File: src/sv/ppwl_pkg.sv
// Shared types and constants for the pairwise preference weight learner.
// No dependencies; imported by every file except ppwl_if.
`default_nettype none
package ppwl_pkg;

  localparam int NUM_LANES     = 5;   // factor fields carried per vector
  localparam int FACTOR_COUNT  = 5;   // default number of active lanes
  localparam int QUEUE_DEPTH   = 2;
  localparam int FACTOR_W      = 16;
  localparam int WEIGHT_W      = 32;
  localparam int PROD_W        = WEIGHT_W + FACTOR_W;
  localparam int SCORE_W       = 52;
  localparam int COUNT_W       = 16;
  localparam int CFG_ADDR_W    = 4;
  localparam int CFG_DATA_W    = 32;

  // item kind codes on the input channel
  localparam logic [1:0] KIND_QUERY  = 2'd0;
  localparam logic [1:0] KIND_RECORD = 2'd1;
  localparam logic [1:0] KIND_CLEAR  = 2'd2;

  // register indexes (paddr[3:2])
  localparam logic [1:0] REG_STEP_SIZE      = 2'd0;
  localparam logic [1:0] REG_MIN_DIFFERENCE = 2'd1;
  localparam logic [1:0] REG_CHOICES_NEEDED = 2'd2;

  localparam logic [15:0] STEP_SIZE_RST      = 16'd3277;
  localparam logic [15:0] MIN_DIFFERENCE_RST = 16'd328;
  localparam logic [15:0] CHOICES_NEEDED_RST = 16'd10;

  typedef enum logic [1:0] {
    OP_QUERY,
    OP_RECORD,
    OP_CLEAR
  } op_e;

  typedef struct packed {
    logic [15:0] step_size;
    logic [15:0] min_difference;
    logic [15:0] choices_needed;
  } cfg_t;

  // classified item handed from front to back
  typedef struct packed {
    op_e                                  op;
    logic [NUM_LANES-1:0][FACTOR_W-1:0]   fa;
    logic [NUM_LANES-1:0][FACTOR_W-1:0]   fb;
    logic [NUM_LANES-1:0]                 step_en;
    logic [NUM_LANES-1:0]                 step_up;
  } item_t;

endpackage
`default_nettype wire

File: src/sv/ppwl_queue.sv
// Short flop queue decoupling the front end from the execution back end.
// Depends on ppwl_pkg.
`default_nettype none
module ppwl_queue import ppwl_pkg::*; (
  input  logic  clk_i,
  input  logic  rst_ni,
  input  logic  push_i,
  input  item_t item_i,
  output logic  ready_o,
  input  logic  pop_i,
  output logic  valid_o,
  output item_t item_o
);

  localparam int PtrW = (QUEUE_DEPTH > 1) ? $clog2(QUEUE_DEPTH) : 1;
  localparam int CntW = $clog2(QUEUE_DEPTH + 1);
  localparam logic [PtrW-1:0] LastPtr = PtrW'(QUEUE_DEPTH - 1);
  localparam logic [CntW-1:0] FullCnt = CntW'(QUEUE_DEPTH);

  item_t             slot_q [QUEUE_DEPTH];
  logic [PtrW-1:0]   wr_ptr_q, wr_ptr_d, rd_ptr_q, rd_ptr_d;
  logic [CntW-1:0]   cnt_q, cnt_d;
  logic              do_push, do_pop;

  assign ready_o = (cnt_q != FullCnt);
  assign valid_o = (cnt_q != '0);
  assign item_o  = slot_q[rd_ptr_q];
  assign do_push = push_i && ready_o;
  assign do_pop  = pop_i && valid_o;

  always_comb begin
    wr_ptr_d = wr_ptr_q;
    rd_ptr_d = rd_ptr_q;
    cnt_d    = cnt_q;
    if (do_push) wr_ptr_d = (wr_ptr_q == LastPtr) ? '0 : wr_ptr_q + 1'b1;
    if (do_pop)  rd_ptr_d = (rd_ptr_q == LastPtr) ? '0 : rd_ptr_q + 1'b1;
    if (do_push && !do_pop) cnt_d = cnt_q + 1'b1;
    else if (do_pop && !do_push) cnt_d = cnt_q - 1'b1;
  end

  always_ff @(posedge clk_i or negedge rst_ni) begin
    if (!rst_ni) begin
      wr_ptr_q <= '0;
      rd_ptr_q <= '0;
      cnt_q    <= '0;
    end else begin
      wr_ptr_q <= wr_ptr_d;
      rd_ptr_q <= rd_ptr_d;
      cnt_q    <= cnt_d;
    end
  end

  always_ff @(posedge clk_i) begin
    if (do_push) slot_q[wr_ptr_q] <= item_i;
  end

  a_cnt_bound: assert property (@(posedge clk_i) disable iff (!rst_ni) cnt_q <= FullCnt)
    else $error("queue count beyond depth");
  a_push_grows: assert property (@(posedge clk_i) disable iff (!rst_ni)
    do_push && !do_pop |=> cnt_q == $past(cnt_q) + 1'b1)
    else $error("push without pop did not grow queue");
  a_ptr_gap: assert property (@(posedge clk_i) disable iff (!rst_ni)
    cnt_q == '0 || cnt_q == FullCnt |-> wr_ptr_q == rd_ptr_q)
    else $error("queue pointers out of step with count");

endmodule
`default_nettype wire

File: config.mk
export PLATFORM = sky130hd
export DESIGN_NAME = ppwl_queue
export DESIGN_NICKNAME = d
export VERILOG_FILES = /design/src/sv/ppwl_pkg.sv /design/src/sv/ppwl_queue.sv
export SDC_FILE = /design/constraint.sdc
export NUM_CORES = 1
export LEC_CHECK = 0
export ABC_CLOCK_PERIOD_IN_PS = 20100
export BUFFER_PORTS_ARGS = -buffer_cell sky130_fd_sc_hd__clkbuf_2
export CORE_MARGIN = 3
export CORE_UTILIZATION = 53
export CTS_BUF_LIST = sky130_fd_sc_hd__clkbuf_8
export DETAILED_ROUTE_END_ITERATION = 10
export GPL_ROUTABILITY_DRIVEN = 0
export GPL_TIMING_DRIVEN = 0
export PLACE_DENSITY = 0.87
export SLEW_MARGIN = 5
export SYNTH_ARGS = -nofsm -noshare
export SYNTH_HDL_FRONTEND = slang
export SYNTH_SLANG_ARGS = --single-unit
File: constraint.sdc
create_clock -name clk_i -period 20.1 [get_ports clk_i]
set_input_delay 1.005 -clock clk_i [delete_from_list [all_inputs] [get_ports clk_i]]
set_output_delay 1.005 -clock clk_i [all_outputs]
set_load 0.02 [all_outputs]
==> summary.md, run 1 <==
| Metric | Value |
|---|---|
| Final setup viols | 0 |
| Req. time, crit path | about 19 ns |
| Setup TNS | 0 ns |
| DRT met1 WL | roughly 9200 µm |
| Post-CTS Resized | 0 |
| HP Class | in -> async |
| DRC viols | 0 |
| Grt ovf | 0 |
| Worst Path Max Fanout | 10 |
| CP Capture Type | output pin |
| Met3 wire len | about 2000 µm |
| Post-synthesis async set-or-reset flop share | under 10% |
| Io pins | 350 |
| Fin nets | roughly 1100 |
| Seq cells post-synth | 348 |
| Netlist cell types | 14 |
| PD cells | about 150 nW/µm² |
| Critical Path Source Type | flip-flop |
| Period minus WS final | between 2 and 3 ns |
| Worst setup path class | reg -> out |
| First-pass GRT wire length | about 40000 µm |
| Final Skew | around 0.016 ns |
| Die Area | between 20000 and 30000 µm² |
| Top cell type's share of synthesized area | between 80% and 90% |
| Share of layout cells above drive strength 1 | between 60% and 70% |
| Routed vias | about 6700 |
| Fmax | 0.348 GHz |
| Routed WL | approximately 26000 µm |
| Syn_nets | 730 |
| Status | finished, final reports clean |
| Synth area leader | edfxtp_1 |
| Cells after Synth | about 550 |
| Sequential share of the synthesized area | between 80% and 90% |
| Area contributors post-synth | edfxtp_1 81%, mux2_2 15%, clkbuf_8 1.4% |
| Post-Syn Area per Cell | 23.0 µm² |
| CP arrival | ~1.9 ns |
| Post-synth EDFFs | ~340 |
| Reported max-cap violation count | 0 |
| Core ar. | 23500 µm² |
| Wire length per cell | just under 20 µm |
| CTS tree | built |
| Initial Util | 54.0% |
| Final max-slew violation count | 0 |
| # port buffers | between 300 and 400 |
| Syn Std Cell Area | about 13000 µm² |
| TritonCTS Sinks | 348 |
| Max IR drop VDD | roughly 0.0001 V |
| Maximum root-to-sink buffer count | 3 |
| Final hold violation count | 0 |
| Area growth, synth to finish | 26.0% |
| Worst-Margin Slew | between 0.7 and 0.8 ns |
| Worst-path clk slew | 0.06 ns |
| Via density | 5.05 |
| Post-CTS Setup Inserts | 0 |
| Total CTS buffers | 52 |
| Synthesis Warnings | 0 |
| Max-slew headroom | between 40% and 50% |
| Num rows | 56 |
| DR top layer | met4 |
| First-pass iteration count of the detailed router | 5 |
| Vias in the first global route | around 7300 |
| Reg2reg setup slack | around 18 ns |
| Fin area | between 15000 and 20000 µm² |
| Largest net degree at the start of global routing | 65 |
| Die Span X | about 160 µm |
| Dpl hpwl | 18100 µm |
| Most frequent cell after synthesis | edfxtp_1 |
| GRT Overall Usage | 19.6% |
| Pleak | around 6.2 nW |
| Met2 Wirelength | roughly 14000 µm |
| 1st-iter DRT viols | about 400 |
| Post-CTS Hold Buffers | 0 |
| CTS root buf | clkbuf_8 |
| H-tree levels | 2 |
| DRT antenna net count | 0 |
| Clock Latency Late Sink | roughly 0.55 ns |
| Post-synth top cells | 344 x edfxtp_1, 172 x mux2_2, 13 x clkbuf_8, 6 x buf_6, 4 x dfrtp_1 |
| Initial antenna violation count | 1 |
| Reg2Reg Depth | 6 |
| Post-synth top flop | edfxtp_1 |
| Placed Area | 15000 µm² |
| Unrepaired setup endpoints after global routing | false |
| Final Cycle Share | approximately 14% |
| Die span in y | approximately 160 µm |
-- worst max-delay path: stages, from the launching register on --
cell and delay (ns):
dfrtp_1 0.38, buf_6 0.21, clkbuf_8 0.21, mux2_2 0.37, clkbuf_2 0.16
-- placed cells by master, fill, tap and decap left out --
cell / n
nor2_1: 1
xnor2_1: 3
clkinv_1: 14
clkinvlp_4: 2
nand2b_1: 1
nor2_4: 1
buf_16: 3
clkinv_2: 7
or2_2: 1
bufinv_16: 2
buf_6: 6
xor2_1: 2
inv_1: 19
buf_12: 5
clkbuf_8: 66
edfxtp_1: 344
and3_4: 1
nand2_1: 2
dfrtp_1: 4
mux2_2: 172
clkbuf_2: 349
ha_1: 1
diode_2: 1
-- where the power goes --
part | leakage, nW | total, mW | internal, mW | switching, mW
Clock | 0.555 | 0.522 | 0.271 | 0.250
Combinational | 2.38 | 0.866 | 0.347 | 0.519
Sequential | 3.24 | 1.03 | 0.991 | 0.0373
-- registers in the layout, indices dropped and copies added, names as in the netlist --
signal and cells:
wr_ptr_q 1, cnt_q 2, slot_q 344, rd_ptr_q 1
-- per-layer routing --
| layer | GRT usage (%) | up-vias |
|---|---|---|
| met5 | 0 | - |
| met4 | 7.82 | 0 |
| met3 | 5.65 | 71 |
| met2 | 36.0 | 299 |
| met1 | 21.4 | 3276 |
| li1 | - | 3056 |
-- stage by stage --
| step | power [mW] | setup WS [ns] | utilization [%] | instances | hold WS [ns] |
|---|---|---|---|---|---|
| after floorplan | 1.65 | 11.16 | - | 553 | 0.456 |
| after global placement | 1.93 | 7.52 | 63.1 | 1221 | 0.475 |
| after detailed placement | 1.91 | 17.43 | 63.9 | 1229 | 0.498 |
| after CTS | 2.44 | 17.14 | 68.0 | 1325 | 0.221 |
| after global routing | 2.53 | 17.12 | 68.0 | 1326 | 0.227 |
| final | 2.42 | 17.23 | 68.0 | 1326 | 0.265 |
-- worst paths after layout --
kind                          start       endpoint
max in group asynchronous    rst_ni       rd_ptr_q
min in group clk_i         cnt_q[1]       cnt_q[1]
hold reg to reg            cnt_q[1]       cnt_q[1]
setup reg to reg           cnt_q[0]  slot_q[0][10]
setup / recovery           rd_ptr_q     item_o[18]
hold / removal               rst_ni       cnt_q[0]
-- logic make-up (layout without fill, tap and decap cells) --
family	after synthesis	in the layout	share of synthesized area, %
flip-flops	348	348	82.1
XOR/XNOR	5	5	0.345
multiplexers	172	172	15.2
other	0	1	0
adder cells (fa/ha/maj)	1	1	0.0984
AND/OR/NAND/NOR	7	7	0.266
buffers and inverters	20	473	1.97
-- area by class of cell --
type,count,area (µm²)
antenna,1,2.50
multi-input combinational,185,2040
clock buffer,53,729
timing repair buffer,357,1930
tap,319,399
buffer,19,246
sequential,348,10400
clock inverter,43,230
inverter,1,3.75
fill,1529,7530
Note: power is estimated with default switching activity, not from simulation.
==> run 2: changes to the inputs <==
ABC_CLOCK_PERIOD_IN_PS = 2830   (was 20100)
clock period = 2.83 ns   (was 20.1 ns; I/O delays follow)
==> run 2 against run 1 <==
Clock skew is 0.00067 ns higher. Register-to-register slack worse by 17 ns. Sequential share of layout area is 6.3 points lower. First-iteration DRC count is 24% higher. Largest cell class unchanged. Die area stayed put. Hold slack better by 0.057 ns. Via count is 13% higher. Clock-buffer cell count stayed put. Critical endpoint is now slot_q[0][60].
==> summary.md, run 2 (synthesis results as in run 1) <==
| Metric | Value |
|---|---|
| Maximum root-to-sink buffer count | 3 (unchanged) |
| Hold_ws | 0.322 ns (+0.0573 ns) |
| Req. time, crit path | 3.09 ns (-16.00 ns) |
| Crit path cell chain | nand2b_4, nand2_4, nor2_4, buf_12, buf_12, buf_16 |
| Fin area | 17700 µm² (+11%) |
| Worst setup path class | reg -> reg |
| Commonest non-fill, non-tap cell in the layout | clkbuf_2 |
| Routed WL | 31600 µm (+22%) |
| HP Class | in -> reg |
| CTS root buf | clkbuf_8 |
| Total power | 17.5 mW (+630%) |
| Most frequent cells in the layout | 349 x clkbuf_2, 344 x edfxtp_1, 176 x dlygate4sd3_1, 172 x mux2_2, 66 x clkbuf_8 |
| CP top delay family | simple AND/OR/NAND/NOR gates |
| CP Capture Type | flip-flop |
| Clock Latency Late Sink | 0.56 ns (about the same) |
| Wire length per cell | 21.1 µm (+7.9%) |
| CP arrival | 2.57 ns (+0.70 ns) |
| Critical Path Source Type | flip-flop |
| CP max stage cell | nor2_4 |
| Period minus WS final | around 2.3 ns |
| Vias in the first global route | 8426 (+15%) |
| Initial Util | 54.0% (unchanged) |
| TritonCTS Sinks | 348 (unchanged) |
| 1st-iter DRT viols | 492 (+24%) |
| Final max-slew violation count | 0 (unchanged) |
| Status | finished, final reports clean |
| H-tree levels | 2 (unchanged) |
| Routed vias | 7578 (+13%) |
| Die Span X | 161 µm (unchanged) |
| Most flop-heavy register | slot_q |
| CP most frequent cell | buf_12 |
| Share of layout cells above drive strength 1 | 51.7% (-9.4 points) |
| Unrepaired setup endpoints after global routing | false |
| Worst-Margin Slew | 0.757 ns (+0.00244 ns) |
| Placed Area | 15100 µm² (+0.15%) |
| Worst Path Max Fanout | 31 (+21) |
| Area growth, synth to finish | 39.6% |
| DRT antenna net count | 0 (unchanged) |
| Top flop regs | slot_q: 344 flops, cnt_q: 2 flops |
| Final hold violation count | 0 (unchanged) |
| Total CTS buffers | 51 (-1.9%) |
| Final Cycle Share | between 80 and 90% |
| Via density | 5.06 (+0.15%) |
| Die Area | 25900 µm² (unchanged) |
| Core ar. | 23500 µm² (unchanged) |
| Setup TNS | 0 ns (unchanged) |
| Die span in y | 161 µm (unchanged) |
| Worst-path clk slew | 0.07 ns (about the same) |
| Grt ovf | 0 (unchanged) |
| Io pins | 350 (unchanged) |
| Max IR drop VDD | 0.000642 V (+540%) |
| # port buffers | 349 (unchanged) |
| Final setup viols | 0 (unchanged) |
| Number of flip-flops in the largest register | 344 (unchanged) |
| First-pass iteration count of the detailed router | 4 (-1) |
| Initial antenna violation count | 1 (unchanged) |
| Final Skew | 0.0165 ns (+0.000670 ns) |
| GRT Overall Usage | 24.2% (+4.6 points) |
| Dpl hpwl | 17800 µm (-1.6%) |
| DRC viols | 0 (unchanged) |
| Pleak | 6.93 nW (+12%) |
| Num rows | 56 (unchanged) |
| CTS tree | built |
| Largest net degree at the start of global routing | 66 (+1.5%) |
| First-pass GRT wire length | 48000 µm (+22%) |
| Reported max-cap violation count | 0 (unchanged) |
| Fmax | ~0.43 GHz |
| Fin nets | 1316 (+15%) |
| CP max stage delay | 0.58 ns (+0.20 ns) |
| Bufs and invs on worst path | 3 (unchanged) |
| PD cells | 989 nW/µm² (+560%) |
| Max-slew headroom | 49.5% (-0.16 points) |
run 2: final timing paths:
path	start	to	slack, ns	cells past startpoint
max	cnt_q[0]	slot_q[0][60]	0.52	6
min	item_i[38]	slot_q[1][38]	0.32	2
max reg2reg	cnt_q[0]	slot_q[0][60]	0.52	6
min reg2reg	cnt_q[0]	cnt_q[0]	0.54	1
max in group asynchronous	rst_ni	wr_ptr_q	2.14	3
min in group asynchronous	rst_ni	rd_ptr_q	0.52	3
run 2: cell type report:
| class | instances | area [µm²] |
|---|---|---|
| repair buffers | 533 | 3700 |
| multi-input cells | 185 | 2050 |
| fillers | 1269 | 5810 |
| inverters | 1 | 3.75 |
| diodes | 1 | 2.50 |
| well taps | 319 | 399 |
| clock buffers | 53 | 729 |
| plain buffers | 19 | 246 |
| clock inverters | 38 | 171 |
| flip-flops and latches | 348 | 10400 |
run 2: repair_timing:
action | 4_1_cts | 5_1_grt
setup buffers | 0 | 0
hold endpoints to repair | 350 | 0
gates resized for setup | 0 | 0
setup endpoints to repair | 0 | 0
hold buffers | 176 | 0
run 2: worst reg2reg max path: stages (launching register included):
cell      delay, ns
dfrtp_1        0.42
nand2b_4       0.18
nand2_4        0.07
nor2_4         0.58
buf_12         0.29
buf_12         0.25
buf_16         0.23
run 2: through the flow:
stage                     setup slack (ns)  instances  utilization, %
after global routing                 0.406       1497            75.3
after floorplan                     -0.783        553               -
final                                0.518       1497            75.3
after detailed placement             0.523       1229            64.0
after global placement               -2.02       1221            63.2
after CTS                            0.487       1496            75.3
run 2: power breakdown:
group | total (mW) | internal, mW | leakage [nW] | switching (mW)
registers | 7.35 | 7.04 | 3.24 | 0.312
clock network | 3.65 | 1.81 | 0.556 | 1.84
logic | 6.53 | 2.64 | 3.13 | 3.89
run 2: routing by layer:
metal  share of wire [%]  track usage [%]  up-vias
met5                   0                0        -
met4                 3.0             8.10        0
met3                 7.2             6.16       73
met2                  54             44.3      376
met1                  36             27.7     3740
li1                    -                -     3389
