<file path="src/sv/ppwl_pkg.sv">
// Shared types and constants for the pairwise preference weight learner.
// No dependencies; imported by every file except ppwl_if.
`default_nettype none
package ppwl_pkg;

  localparam int NUM_LANES     = 5;   // factor fields carried per vector
  localparam int FACTOR_COUNT  = 5;   // default number of active lanes
  localparam int QUEUE_DEPTH   = 2;
  localparam int FACTOR_W      = 16;
  localparam int WEIGHT_W      = 32;
  localparam int PROD_W        = WEIGHT_W + FACTOR_W;
  localparam int SCORE_W       = 52;
  localparam int COUNT_W       = 16;
  localparam int CFG_ADDR_W    = 4;
  localparam int CFG_DATA_W    = 32;

  // item kind codes on the input channel
  localparam logic [1:0] KIND_QUERY  = 2'd0;
  localparam logic [1:0] KIND_RECORD = 2'd1;
  localparam logic [1:0] KIND_CLEAR  = 2'd2;

  // register indexes (paddr[3:2])
  localparam logic [1:0] REG_STEP_SIZE      = 2'd0;
  localparam logic [1:0] REG_MIN_DIFFERENCE = 2'd1;
  localparam logic [1:0] REG_CHOICES_NEEDED = 2'd2;

  localparam logic [15:0] STEP_SIZE_RST      = 16'd3277;
  localparam logic [15:0] MIN_DIFFERENCE_RST = 16'd328;
  localparam logic [15:0] CHOICES_NEEDED_RST = 16'd10;

  typedef enum logic [1:0] {
    OP_QUERY,
    OP_RECORD,
    OP_CLEAR
  } op_e;

  typedef struct packed {
    logic [15:0] step_size;
    logic [15:0] min_difference;
    logic [15:0] choices_needed;
  } cfg_t;

  // classified item handed from front to back
  typedef struct packed {
    op_e                                  op;
    logic [NUM_LANES-1:0][FACTOR_W-1:0]   fa;
    logic [NUM_LANES-1:0][FACTOR_W-1:0]   fb;
    logic [NUM_LANES-1:0]                 step_en;
    logic [NUM_LANES-1:0]                 step_up;
  } item_t;

endpackage
`default_nettype wire

</file>
<file path="src/sv/ppwl_if.sv">
// Handshake channel interfaces: request channel and result channel.
// Depends on nothing but plain logic types.
`default_nettype none
interface ppwl_in_if;
  logic               valid;
  logic               ready;
  logic [1:0]         kind;
  logic signed [15:0] a_rating;
  logic signed [15:0] a_distance;
  logic signed [15:0] a_group;
  logic signed [15:0] a_recency;
  logic signed [15:0] a_viewed;
  logic signed [15:0] b_rating;
  logic signed [15:0] b_distance;
  logic signed [15:0] b_group;
  logic signed [15:0] b_recency;
  logic signed [15:0] b_viewed;

  modport source (output valid, kind, a_rating, a_distance, a_group, a_recency, a_viewed,
                  b_rating, b_distance, b_group, b_recency, b_viewed, input ready);
  modport sink   (input valid, kind, a_rating, a_distance, a_group, a_recency, a_viewed,
                  b_rating, b_distance, b_group, b_recency, b_viewed, output ready);
endinterface

`default_nettype wire

</file>
<file path="src/sv/ppwl_front.sv">
// Front end: takes requests, decodes kind, finds decisive factors and step sign.
// Depends on ppwl_pkg and ppwl_in_if.
`default_nettype none
module ppwl_front import ppwl_pkg::*; (
  ppwl_in_if.sink  in_i,
  input  cfg_t     cfg_i,
  input  logic     q_ready_i,
  output logic     q_push_o,
  output item_t    q_item_o
);

  logic [NUM_LANES-1:0][FACTOR_W-1:0] fa, fb;
  logic signed [FACTOR_W:0] diff [NUM_LANES];
  logic [FACTOR_W:0]        mag  [NUM_LANES];
  op_e                      op;

  assign fa = {in_i.a_viewed, in_i.a_recency, in_i.a_group, in_i.a_distance, in_i.a_rating};
  assign fb = {in_i.b_viewed, in_i.b_recency, in_i.b_group, in_i.b_distance, in_i.b_rating};

  always_comb begin
    unique case (in_i.kind)
      KIND_RECORD: op = OP_RECORD;
      KIND_CLEAR:  op = OP_CLEAR;
      default:     op = OP_QUERY;   // unused code behaves as a query
    endcase
  end

  always_comb begin
    q_item_o.op = op;
    q_item_o.fa = fa;
    q_item_o.fb = fb;
    for (int i = 0; i < NUM_LANES; i++) begin
      diff[i] = $signed({fa[i][FACTOR_W-1], fa[i]}) - $signed({fb[i][FACTOR_W-1], fb[i]});
      mag[i]  = diff[i][FACTOR_W] ? (FACTOR_W+1)'(-diff[i]) : diff[i];
      q_item_o.step_en[i] = (mag[i] >= {1'b0, cfg_i.min_difference});
      q_item_o.step_up[i] = !diff[i][FACTOR_W] && (diff[i] != '0);
    end
  end

  assign in_i.ready = q_ready_i;
  assign q_push_o   = in_i.valid && q_ready_i;

endmodule
`default_nettype wire

</file>
<file path="src/flat_wrapper.sv">
// flat-port wrapper written by rule: the top's interface ports become plain ports
module ppwl_front_flat import ppwl_pkg::*;
  (cfg_i, q_ready_i, q_push_o, q_item_o, in_i_valid, in_i_kind, in_i_a_rating, in_i_a_distance, in_i_a_group, in_i_a_recency, in_i_a_viewed, in_i_b_rating, in_i_b_distance, in_i_b_group, in_i_b_recency, in_i_b_viewed, in_i_ready);
  ppwl_in_if in_i_i ();
  input  cfg_t cfg_i;
  input  logic q_ready_i;
  output logic q_push_o;
  output item_t q_item_o;
  input wire logic [$bits(in_i_i.valid)-1:0] in_i_valid;
  input wire logic [$bits(in_i_i.kind)-1:0] in_i_kind;
  input wire logic [$bits(in_i_i.a_rating)-1:0] in_i_a_rating;
  input wire logic [$bits(in_i_i.a_distance)-1:0] in_i_a_distance;
  input wire logic [$bits(in_i_i.a_group)-1:0] in_i_a_group;
  input wire logic [$bits(in_i_i.a_recency)-1:0] in_i_a_recency;
  input wire logic [$bits(in_i_i.a_viewed)-1:0] in_i_a_viewed;
  input wire logic [$bits(in_i_i.b_rating)-1:0] in_i_b_rating;
  input wire logic [$bits(in_i_i.b_distance)-1:0] in_i_b_distance;
  input wire logic [$bits(in_i_i.b_group)-1:0] in_i_b_group;
  input wire logic [$bits(in_i_i.b_recency)-1:0] in_i_b_recency;
  input wire logic [$bits(in_i_i.b_viewed)-1:0] in_i_b_viewed;
  output wire logic [$bits(in_i_i.ready)-1:0] in_i_ready;
  assign in_i_i.valid = in_i_valid;
  assign in_i_i.kind = in_i_kind;
  assign in_i_i.a_rating = in_i_a_rating;
  assign in_i_i.a_distance = in_i_a_distance;
  assign in_i_i.a_group = in_i_a_group;
  assign in_i_i.a_recency = in_i_a_recency;
  assign in_i_i.a_viewed = in_i_a_viewed;
  assign in_i_i.b_rating = in_i_b_rating;
  assign in_i_i.b_distance = in_i_b_distance;
  assign in_i_i.b_group = in_i_b_group;
  assign in_i_i.b_recency = in_i_b_recency;
  assign in_i_i.b_viewed = in_i_b_viewed;
  assign in_i_ready = in_i_i.ready;
  ppwl_front u_core (.in_i(in_i_i), .cfg_i(cfg_i), .q_ready_i(q_ready_i), .q_push_o(q_push_o), .q_item_o(q_item_o));
endmodule
</file>
<file path="config.mk">
export PLATFORM = sky130hd
export DESIGN_NAME = ppwl_front_flat
export DESIGN_NICKNAME = d
export VERILOG_FILES = /design/src/sv/ppwl_pkg.sv /design/src/sv/ppwl_if.sv /design/src/sv/ppwl_front.sv /design/src/flat_wrapper.sv
export SDC_FILE = /design/constraint.sdc
export NUM_CORES = 1
export LEC_CHECK = 0
export BUFFER_PORTS_ARGS = -buffer_cell sky130_fd_sc_hd__clkbuf_2
export CAP_MARGIN = 30
export CORE_UTILIZATION = 28
export DETAILED_ROUTE_END_ITERATION = 8
export GPL_TIMING_DRIVEN = 0
export SYNTH_ARGS = -nofsm -noshare
export SYNTH_HDL_FRONTEND = slang
export SYNTH_SLANG_ARGS = --single-unit
</file>
<file path="constraint.sdc">
create_clock -name vclk -period 6.51
set_input_delay 0.9765 -clock vclk [all_inputs]
set_output_delay 0.9765 -clock vclk [all_outputs]
set_load 0.03 [all_outputs]
</file>
==> flow_summary.toml, run 1 <==
[worst_setup_path]
critPathCaptureType = "primary output"
crit_path_max_incr_delay_ns = 0.42
slowest_stage = "sky130_fd_sc_hd__fa_1"
timing.critical_path.fanout_max = 4
crit_required_ns = 5.53
critical_path.startpoint_type = "input pin"
critical_path_arrival_ns = 5.26
crit_top_cell = "sky130_fd_sc_hd__a21o_1"
critical_path_class = "in2out"
crit_chain = "clkbuf_2, inv_1, ha_1, fa_1, nand2b_1, a21o_1, a311oi_1, nand2_1, or3_1, nor4_2, nor2_1, xnor2_1, ha_1, a21o_1, a21o_1, a21o_1, a21o_1, a21o_1, o21ai_0, a21oi_1, nor2_1, o31ai_2, clkbuf_2"

[pwr]
p_leak_nw = 6.117
combinationalPowerShare_pct = 100.0
total_power_mw = 1.570
internal_power_mw = 0.6842
power_frac_clock_pct = 0
power_switching_mw = 0.8855
seq_power_share_pct = 0
power.share.switching_pct = 56.41
peakVddDrop_uv = 80.49
power.density_nw_per_um2 = 136.3

[logic_synthesis]
postSynthCellCount = 1260
synth_nets = 1642
seq_area_frac_synth_pct = 0
synthesis.area_um2 = 8944
post-synth-top-area-cell = "sky130_fd_sc_hd__ha_1"
synth.top_cells.by_area = "sky130_fd_sc_hd__ha_1 23%, sky130_fd_sc_hd__buf_4 14%, sky130_fd_sc_hd__xnor2_1 8.2%"
synthDistinctLibCells = 73
synthesis.area_per_instance_um2 = 7.098
synth_top_cell_area_share_pct = 23.08
yosys_warnings = 0

[die]
fp.dieW_um = 180.7
initial_utilization_pct = 28.42
rows = 65
floorplan.die.height_um = 180.7
die_area_um2 = 32660
pin_count = 386
core_box_area_um2 = 31470

[placement]
gpl.final_weighted_congestion = 0.8362
detailed_place_hpwl_um = 21970
postPlaceCellArea_um2 = 11220
placement.io_buffers = 354
pre_cts_slack_ns = -0.5019

[cells_and_area]
finalNetCount = 2008
post_route_cell_area_um2 = 11520
layout-area-overhead-vs-synth_pct = 28.81
fin_util_pct = 36.60
diodes = 0
ff_latch_area_um2 = 0
seq_cells = 0
clock_buffer_count = 0
post_route_cells_drive_above_1_share_pct = 36.27

[route]
drt-initial-drc-count = 312
dr_total_vias = 9685
first_pass_iters = 4
route.detailed.drc = 0
postRouteWirelength_um = 25950
number_of_nets_with_antenna_violations_after_routing = 0
route.detailed.vias_per_inst = 4.780
average_routed_wire_per_standard_cell_um = 12.81

[timing]
number_of_failing_hold_endpoints_at_the_final_stage = 0
report.final.slew_viol_count = 0
clock.fmax_mhz = 160.5
setup_viol_count_final = 0
period_share_pct = 95.73
relSlewSlack_pct = 53.25
max_slew.worst_pin.slew_ns = 0.6948
postLayoutSetupSlackWorst_ns = 0.2782
fin_crit_ns = 6.232

[global_routing]
grt-ovfl-total = 0
grt_pass1_wl_um = 41070
global_route.usage.total_pct = 14.74
antenna_found_initial = 0
grt_start_max_net_pins = 16
grt_pass1_vias = 8787

[flow_run]
maxCapViolations = 0

[run_status]
run_status = "finished clean"

[cts]
postCtsHoldBufs = 0

[min_path]
worst_hold_path_type = "in2out"
-- power groups by stage --
stage | clock (mW) | combinational (mW) | sequential (mW)
final | 0 | 1.57 | 0
after floorplan | 0 | 1.16 | 0
after global placement | 0 | 1.48 | 0
after global routing | 0 | 1.75 | 0
after detailed placement | 0 | 1.51 | 0
after CTS | 0 | 1.53 | 0
-- path summary, 6_finish.rpt --
check,from,slack [ns],end,depth (start not counted)
worst max-delay path,in_i_a_viewed[0],0.28,q_item_o[9],23
worst min-delay path,in_i_kind[0],2.24,q_item_o[171],3
-- layout by cell type, fill, tap and decap left out, types with 15 or more instances in the layout --
cell                       Yosys  final
sky130_fd_sc_hd__nor2_1       98     95
sky130_fd_sc_hd__xnor2_1      84     84
sky130_fd_sc_hd__nand3_1      28     27
sky130_fd_sc_hd__nand4_1      16     16
sky130_fd_sc_hd__nor2b_1      23     22
sky130_fd_sc_hd__o21ai_0      57     56
sky130_fd_sc_hd__inv_1       119    119
sky130_fd_sc_hd__a21o_1       36     36
sky130_fd_sc_hd__nand2_1      61     61
sky130_fd_sc_hd__nand2b_1     33     30
sky130_fd_sc_hd__a31oi_1      19     15
sky130_fd_sc_hd__ha_1        165    162
sky130_fd_sc_hd__a21oi_1      68     66
sky130_fd_sc_hd__buf_4       161    176
sky130_fd_sc_hd__o21a_1       16     16
sky130_fd_sc_hd__xor2_1       41     41
sky130_fd_sc_hd__clkbuf_2      0    352
sky130_fd_sc_hd__nor3_1       18     18
-- cells in the mapped netlist (4+ instances only) --
cell and count:
sky130_fd_sc_hd__nor2b_1 23, sky130_fd_sc_hd__o31a_1 4, sky130_fd_sc_hd__or3_1 10, sky130_fd_sc_hd__a211o_1 6, sky130_fd_sc_hd__inv_1 119, sky130_fd_sc_hd__a31oi_1 19
sky130_fd_sc_hd__a311oi_1 6, sky130_fd_sc_hd__and2_1 12, sky130_fd_sc_hd__nor2_1 98, sky130_fd_sc_hd__o21ai_1 8, sky130_fd_sc_hd__a21oi_1 68, sky130_fd_sc_hd__o21ai_0 57
sky130_fd_sc_hd__nor3_1 18, sky130_fd_sc_hd__xor2_1 41, sky130_fd_sc_hd__a211oi_1 12, sky130_fd_sc_hd__o2111ai_1 6, sky130_fd_sc_hd__buf_2 5, sky130_fd_sc_hd__buf_4 161
sky130_fd_sc_hd__o41ai_1 4, sky130_fd_sc_hd__or2_2 4, sky130_fd_sc_hd__and3_1 7, sky130_fd_sc_hd__nand4_1 16, sky130_fd_sc_hd__a31o_2 4, sky130_fd_sc_hd__ha_1 165
sky130_fd_sc_hd__o21bai_1 4, sky130_fd_sc_hd__nor4_1 11, sky130_fd_sc_hd__clkbuf_1 16, sky130_fd_sc_hd__a21o_1 36, sky130_fd_sc_hd__nand2b_1 33, sky130_fd_sc_hd__o21a_1 16
sky130_fd_sc_hd__a2111oi_0 7, sky130_fd_sc_hd__fa_1 5, sky130_fd_sc_hd__o31ai_1 10, sky130_fd_sc_hd__nand3_1 28, sky130_fd_sc_hd__xnor2_1 84, sky130_fd_sc_hd__o211ai_1 13
sky130_fd_sc_hd__nand2_1 61
-- logic make-up after synthesis --
logic type | synth area share [%]
xor gates and xnor gates | 12.24
AOI/OAI and AO/OA | 24.23
muxes | 0.3497
adders and majority gates | 24.20
and+or+nand+nor | 19.52
buffers and inverters | 19.46
-- layer usage --
layer  vias up  share of wire [%]  track usage, %
met5         -                  0               0
met4         0               0.54           1.094
met3         8                3.3          0.5442
met2       222                 51           28.05
met1      4386                 45           18.90
li1       5069                  -               -
-- what timing repair did --
item | CTS | global route
cloned | 0 | 1
setup endpoints to repair | 4 | 5
gates resized for setup | 9 | 45
pin swaps | 2 | 18
setup buffers | 1 | 12
-- layout make-up --
cell class                      count  area (um^2)
Multi-Input combinational cell    960         7411
Buffer                            178         1287
Tap cell                          402        503.0
Timing Repair Buffer              367         1872
Fill cell                        3325        19950
Inverter                          119        446.7
-- critical path: cells and delay by family --
family                   cells  cell delay [ns]
buffers and inverters        3             0.33
XOR/XNOR                     1             0.13
AND/OR/NAND/NOR              6             1.18
AO/OA/AOI/OAI               10             1.70
adder cells (fa/ha/maj)      3             0.93
-- stage by stage --
step | hold WS, ns | std cells | setup TNS (ns)
5_1_grt | 2.249 | 2026 | -0.03595
6_report | 2.243 | 2026 | 0
3_3_place_gp | 2.237 | 2016 | -0.7612
3_5_place_dp | 2.244 | 2016 | -1.055
4_1_cts | 2.245 | 2016 | 0
2_1_floorplan | 2.063 | 1260 | 0
Power figures use the tool's default switching activity.
==> run 2: changes to the inputs <==
- ABC_AREA: default -> 1
==> flow_summary.toml, run 2 <==
[cells_and_area]
seq_cells = 0
ff_latch_area_um2 = 0
post_route_cell_area_um2 = 12780
fillerInstances = 4187
clock_buffer_count = 0
commonest_non_fill_non_tap_cell_in_the_layout = "sky130_fd_sc_hd__nand2_1"
post_route_cells_drive_above_1_share_pct = 26.61
final_cell_mix = "551 x sky130_fd_sc_hd__nand2_1, 354 x sky130_fd_sc_hd__clkbuf_2, 344 x sky130_fd_sc_hd__inv_1"
diodes = 0
layout-area-overhead-vs-synth_pct = 22.62
finalNetCount = 2639
fin_util_pct = 34.90

[timing]
clock.fmax_mhz = 182.0
number_of_failing_hold_endpoints_at_the_final_stage = 0
max_slew.worst_pin.slew_ns = 0.4569
setup_tns_ns = 0
relSlewSlack_pct = 69.51
fin_crit_ns = 5.495
grt_setup_unrepaired = "false"
setup_viol_count_final = 0
report.final.slew_viol_count = 0
period_share_pct = 84.40

[worst_setup_path]
critical_path_class = "in2out"
slowest_stage = "sky130_fd_sc_hd__fa_1"
critical_path.startpoint_type = "input pin"
crit_required_ns = 5.53
crit_path_max_incr_delay_ns = 0.43
critPathCaptureType = "primary output"
crit_top_cell = "sky130_fd_sc_hd__nand2_1"
critical_path_arrival_ns = 4.52
timing.critical_path.fanout_max = 7

[placement]
postPlaceCellArea_um2 = 12780
gpl.final_weighted_congestion = 0.8798
detailed_place_hpwl_um = 26520
placement.io_buffers = 354

[logic_synthesis]
yosys-mux-area-fraction_pct = 0
synth_compound_area_share_pct = 9.342
postSynthCellCount = 1901
synth_nets = 2283
synth_xor_xnor_area_share_pct = 4.611
ys_top_cells_by_count = "551 x sky130_fd_sc_hd__nand2_1, 344 x sky130_fd_sc_hd__inv_1, 165 x sky130_fd_sc_hd__ha_1, 163 x sky130_fd_sc_hd__nand3_1, 161 x sky130_fd_sc_hd__buf_4"
synthDistinctLibCells = 37
post-synth-top-area-cell = "sky130_fd_sc_hd__nand2_1"
yosys_warnings = 0
seq_area_frac_synth_pct = 0
synth_top_cell_area_share_pct = 19.85
synth.top_cells.by_area = "sky130_fd_sc_hd__nand2_1 20%, sky130_fd_sc_hd__ha_1 20%, sky130_fd_sc_hd__inv_1 12%"
synthesis.area_per_instance_um2 = 5.481
yosys.area_share.simple_pct = 40.26
synthesis.area_um2 = 10420
synthMostInstantiatedCell = "sky130_fd_sc_hd__nand2_1"
largest_family_of_logic_cells_by_synthesized_area = "simple AND/OR/NAND/NOR gates"
synth_fa_ha_area_share_pct = 20.77

[route]
dr_total_vias = 12104
route.detailed.drc = 0
drt-initial-drc-count = 493
average_routed_wire_per_standard_cell_um = 10.82
first_pass_iters = 5
route.detailed.vias_per_inst = 4.445
number_of_nets_with_antenna_violations_after_routing = 0
postRouteWirelength_um = 29460

[min_path]
hold_end = "q_item_o[171]"
worstHoldPathCells = 3
min_from = "in_i_kind[0]"
worst_hold_path_type = "in2out"

[die]
initial_utilization_pct = 28.46
die_area_um2 = 37990
fp.dieW_um = 194.9
rows = 70
floorplan.die.height_um = 194.9
core_box_area_um2 = 36610
pin_count = 386

[global_routing]
antenna_found_initial = 0
grt_pass1_vias = 11086
global_route.usage.total_pct = 14.91
grt-ovfl-total = 0
grt_pass1_wl_um = 48820
grt_start_max_net_pins = 11

[pwr]
power.density_nw_per_um2 = 130.2
peakVddDrop_uv = 48.24
p_leak_nw = 8.223

[flow_run]
maxCapViolations = 0

[cts]
postCtsSetupRepairBufs = 0
postCtsHoldBufs = 0
ctsResizeCount = 0

[run_status]
run_status = "finished clean"
run 2: changes by cell type after synthesis, moves of 23 or more:
cell                       previous run  this run
sky130_fd_sc_hd__nor2b_1             23         0
sky130_fd_sc_hd__nand2_1             61       551
sky130_fd_sc_hd__xnor2_1             84        11
sky130_fd_sc_hd__nand2b_1            33         0
sky130_fd_sc_hd__nand2_2              0        32
sky130_fd_sc_hd__inv_1              119       344
sky130_fd_sc_hd__nor2_1              98       154
sky130_fd_sc_hd__a21oi_1             68       103
sky130_fd_sc_hd__a21o_1              36         1
sky130_fd_sc_hd__nand3_1             28       163
run 2: critical path, delay by kind of cell:
kind	cells	cell delay [ns]
and+or+nand+nor	12	1.25
adders and majority gates	3	0.94
xor gates and xnor gates	1	0.16
buffers and inverters	5	0.46
AOI/OAI and AO/OA	5	0.73
run 2: cells by family after synthesis:
| family | count (synthesis) |
|---|---|
| simple gates | 978 |
| xor+xnor | 54 |
| buf+inv | 522 |
| fa+ha+maj | 170 |
| compound gates | 177 |
run 2: how the worst max path moves through the flow:
| stage | start | to | slack (ns) | cells after the start |
|---|---|---|---|---|
| floorplan | in_i_a_recency[0] | q_item_o[8] | 1.70 | 25 |
| global placement | in_i_a_viewed[0] | q_item_o[9] | 1.07 | 30 |
| detailed placement | in_i_a_distance[0] | q_item_o[6] | 1.00 | 26 |
| CTS | in_i_a_distance[0] | q_item_o[6] | 1.00 | 26 |
| global route | in_i_a_distance[0] | q_item_o[6] | 0.67 | 26 |
| finish | in_i_a_distance[0] | q_item_o[6] | 1.02 | 26 |
run 2: metal layers:
metal	vias up	global-route usage [%]	part of all wire [%]
li1	6550	-	-
met3	6	0.6073	3.9
met4	0	0.7874	0.30
met2	293	27.65	48
met1	5255	19.75	47
met5	-	0	0
run 2: final cells by class:
| type | instances | area (um^2) | share of cell area (%) |
|---|---|---|---|
| tap | 468 | 585.6 | 4.583 |
| multi-input combinational | 1379 | 7814 | 61.15 |
| timing repair buffer | 354 | 1772 | 13.87 |
| buffer | 166 | 1265 | 9.900 |
| inverter | 356 | 1341 | 10.50 |
run 2: where the power goes:
part | internal [mW] | total (mW) | switching [mW]
Clock | 0 | 0 | 0
Combinational | 0.631 | 1.66 | 1.03
Sequential | 0 | 0 | 0
Total | 0.631 | 1.66 | 1.03
run 2: per-stage QoR:
stage / total power, mW / hold slack, ns / worst slack (ns) / std cells
3_5_place_dp: 1.670 / 2.245 / 1.003 / 2723
3_3_place_gp: 1.629 / 2.244 / 1.072 / 2723
5_1_grt: 1.912 / 2.258 / 0.6665 / 2723
6_report: 1.663 / 2.244 / 1.015 / 2723
4_1_cts: 1.678 / 2.246 / 1.005 / 2723
2_1_floorplan: 1.273 / 2.065 / 1.702 / 1901
==> run 3: changes to the inputs <==
- clock period: 6.51 -> 5.08 ns (I/O delays scaled with it)
==> flow_summary.toml, run 3 (synthesized netlist as in run 2, its figures left out) <==
[placement]
pre_cts_slack_ns = 0.001893
detailed_place_hpwl_um = 26520
gpl.final_weighted_congestion = 0.8798
placement.io_buffers = 354

[die]
initial_utilization_pct = 28.46
core_box_area_um2 = 36610
fp.dieW_um = 194.9
pin_count = 386
die_area_um2 = 37990
rows = 70
floorplan.die.height_um = 194.9

[worst_setup_path]
timing.critical_path.buf_inv = 5
critical_path.startpoint_type = "input pin"
crit_path_max_incr_delay_ns = 0.37
crit_required_ns = 4.32
critPathCaptureType = "primary output"
crit_top_cell = "sky130_fd_sc_hd__nand2_1"
slowest_stage = "sky130_fd_sc_hd__fa_2"
critPathTopFamily = "simple AND/OR/NAND/NOR gates"
critical_path_class = "in2out"
critical_path_arrival_ns = 4.11
timing.critical_path.fanout_max = 4

[cells_and_area]
finalNetCount = 2651
final_cell_mix = "541 x sky130_fd_sc_hd__nand2_1, 349 x sky130_fd_sc_hd__clkbuf_2, 343 x sky130_fd_sc_hd__inv_1"
diodes = 0
seq_cells = 0
ff_latch_area_um2 = 0
layout-area-overhead-vs-synth_pct = 25.35
commonest_non_fill_non_tap_cell_in_the_layout = "sky130_fd_sc_hd__nand2_1"
post_route_cells_drive_above_1_share_pct = 28.98
clock_buffer_count = 0
fillerInstances = 4166

[pwr]
internal_power_mw = 0.8587
power_frac_clock_pct = 0
power.density_nw_per_um2 = 170.0
total_power_mw = 2.220
p_leak_nw = 8.294
combinationalPowerShare_pct = 100.0
power_switching_mw = 1.362
peakVddDrop_uv = 62.36
seq_power_share_pct = 0
power.share.switching_pct = 61.33

[route]
route.detailed.drc = 0
route.detailed.vias_per_inst = 4.459
dr_total_vias = 12196
number_of_nets_with_antenna_violations_after_routing = 0
maxUsedRoutingLayer = "met4"
postRouteWirelength_um = 29990
drt-initial-drc-count = 523
met3_wirelength_um = 1180
first_pass_iters = 6
post_route_m1_wl_um = 14110
average_routed_wire_per_standard_cell_um = 10.97
met2WireLength_um = 14600

[timing]
fin_crit_ns = 4.870
postLayoutSetupSlackWorst_ns = 0.2098
report.final.slew_viol_count = 0
grt_setup_unrepaired = "true"
period_share_pct = 95.87
number_of_failing_hold_endpoints_at_the_final_stage = 0
relSlewSlack_pct = 67.44
clock.fmax_mhz = 205.3
max_slew.worst_pin.slew_ns = 0.4879
setup_viol_count_final = 0

[min_path]
worst_hold_path_type = "in2out"

[global_routing]
grt_pass1_wl_um = 48820
grt-ovfl-total = 0
antenna_found_initial = 0
global_route.usage.total_pct = 14.91
grt_pass1_vias = 11086
grt_start_max_net_pins = 11

[flow_run]
maxCapViolations = 0

[run_status]
run_status = "finished clean"
run 3: cell types whose count changed in the layout (fill, tap and decap cells not counted), moves of 9 or more:
| cell | previous run | this run |
|---|---|---|
| sky130_fd_sc_hd__buf_4 | 161 | 173 |
| sky130_fd_sc_hd__a21oi_2 | 8 | 17 |
| sky130_fd_sc_hd__nand2_2 | 32 | 42 |
| sky130_fd_sc_hd__a21oi_1 | 103 | 94 |
| sky130_fd_sc_hd__nand2_1 | 551 | 541 |
run 3: area by class of cell:
type	instances	area [um^2]	area share [%]
plain buffers	166	1265	9.685
well taps	468	585.6	4.483
multi-input cells	1381	8009	61.32
repair buffers	364	1861	14.24
inverters	356	1341	10.27
run 3: path summary, 6_finish.rpt:
kind / cells past startpoint / to / from / slack [ns]
hold / removal: 3 / q_item_o[171] / in_i_kind[0] / 1.82
setup / recovery: 25 / q_item_o[6] / in_i_a_distance[0] / 0.21
run 3: power groups by stage:
stage | sequential, mW | clock, mW | combinational (mW)
finish | 0 | 0 | 2.22
global route | 0 | 0 | 2.54
CTS | 0 | 0 | 2.15
detailed placement | 0 | 0 | 2.14
global placement | 0 | 0 | 2.09
floorplan | 0 | 0 | 1.63
run 3: metrics by stage:
stage,area [um^2],utilization [%],hold slack [ns],setup TNS (ns),cells
floorplan,10420,-,1.636,0,1901
global placement,12780,34.90,1.815,0,2723
detailed placement,12780,34.90,1.816,0,2723
CTS,12780,34.90,1.817,0,2723
global route,13060,35.68,1.829,-0.05905,2735
finish,13060,35.68,1.815,0,2735
run 3: metal layers:
layer  vias to the layer above  track usage, %
li1                       6583               -
met1                      5299           19.75
met2                       304           27.65
met3                        10          0.6073
met4                         0          0.7874
met5                         -               0
run 3: timing repair:
action | in CTS | in global routing
gates resized for setup | 0 | 69
endpoints found under the setup margin | 0 | 5
endpoints found under the hold margin | 0 | 0
buffers inserted | 0 | 10
hold buffers | 0 | 0
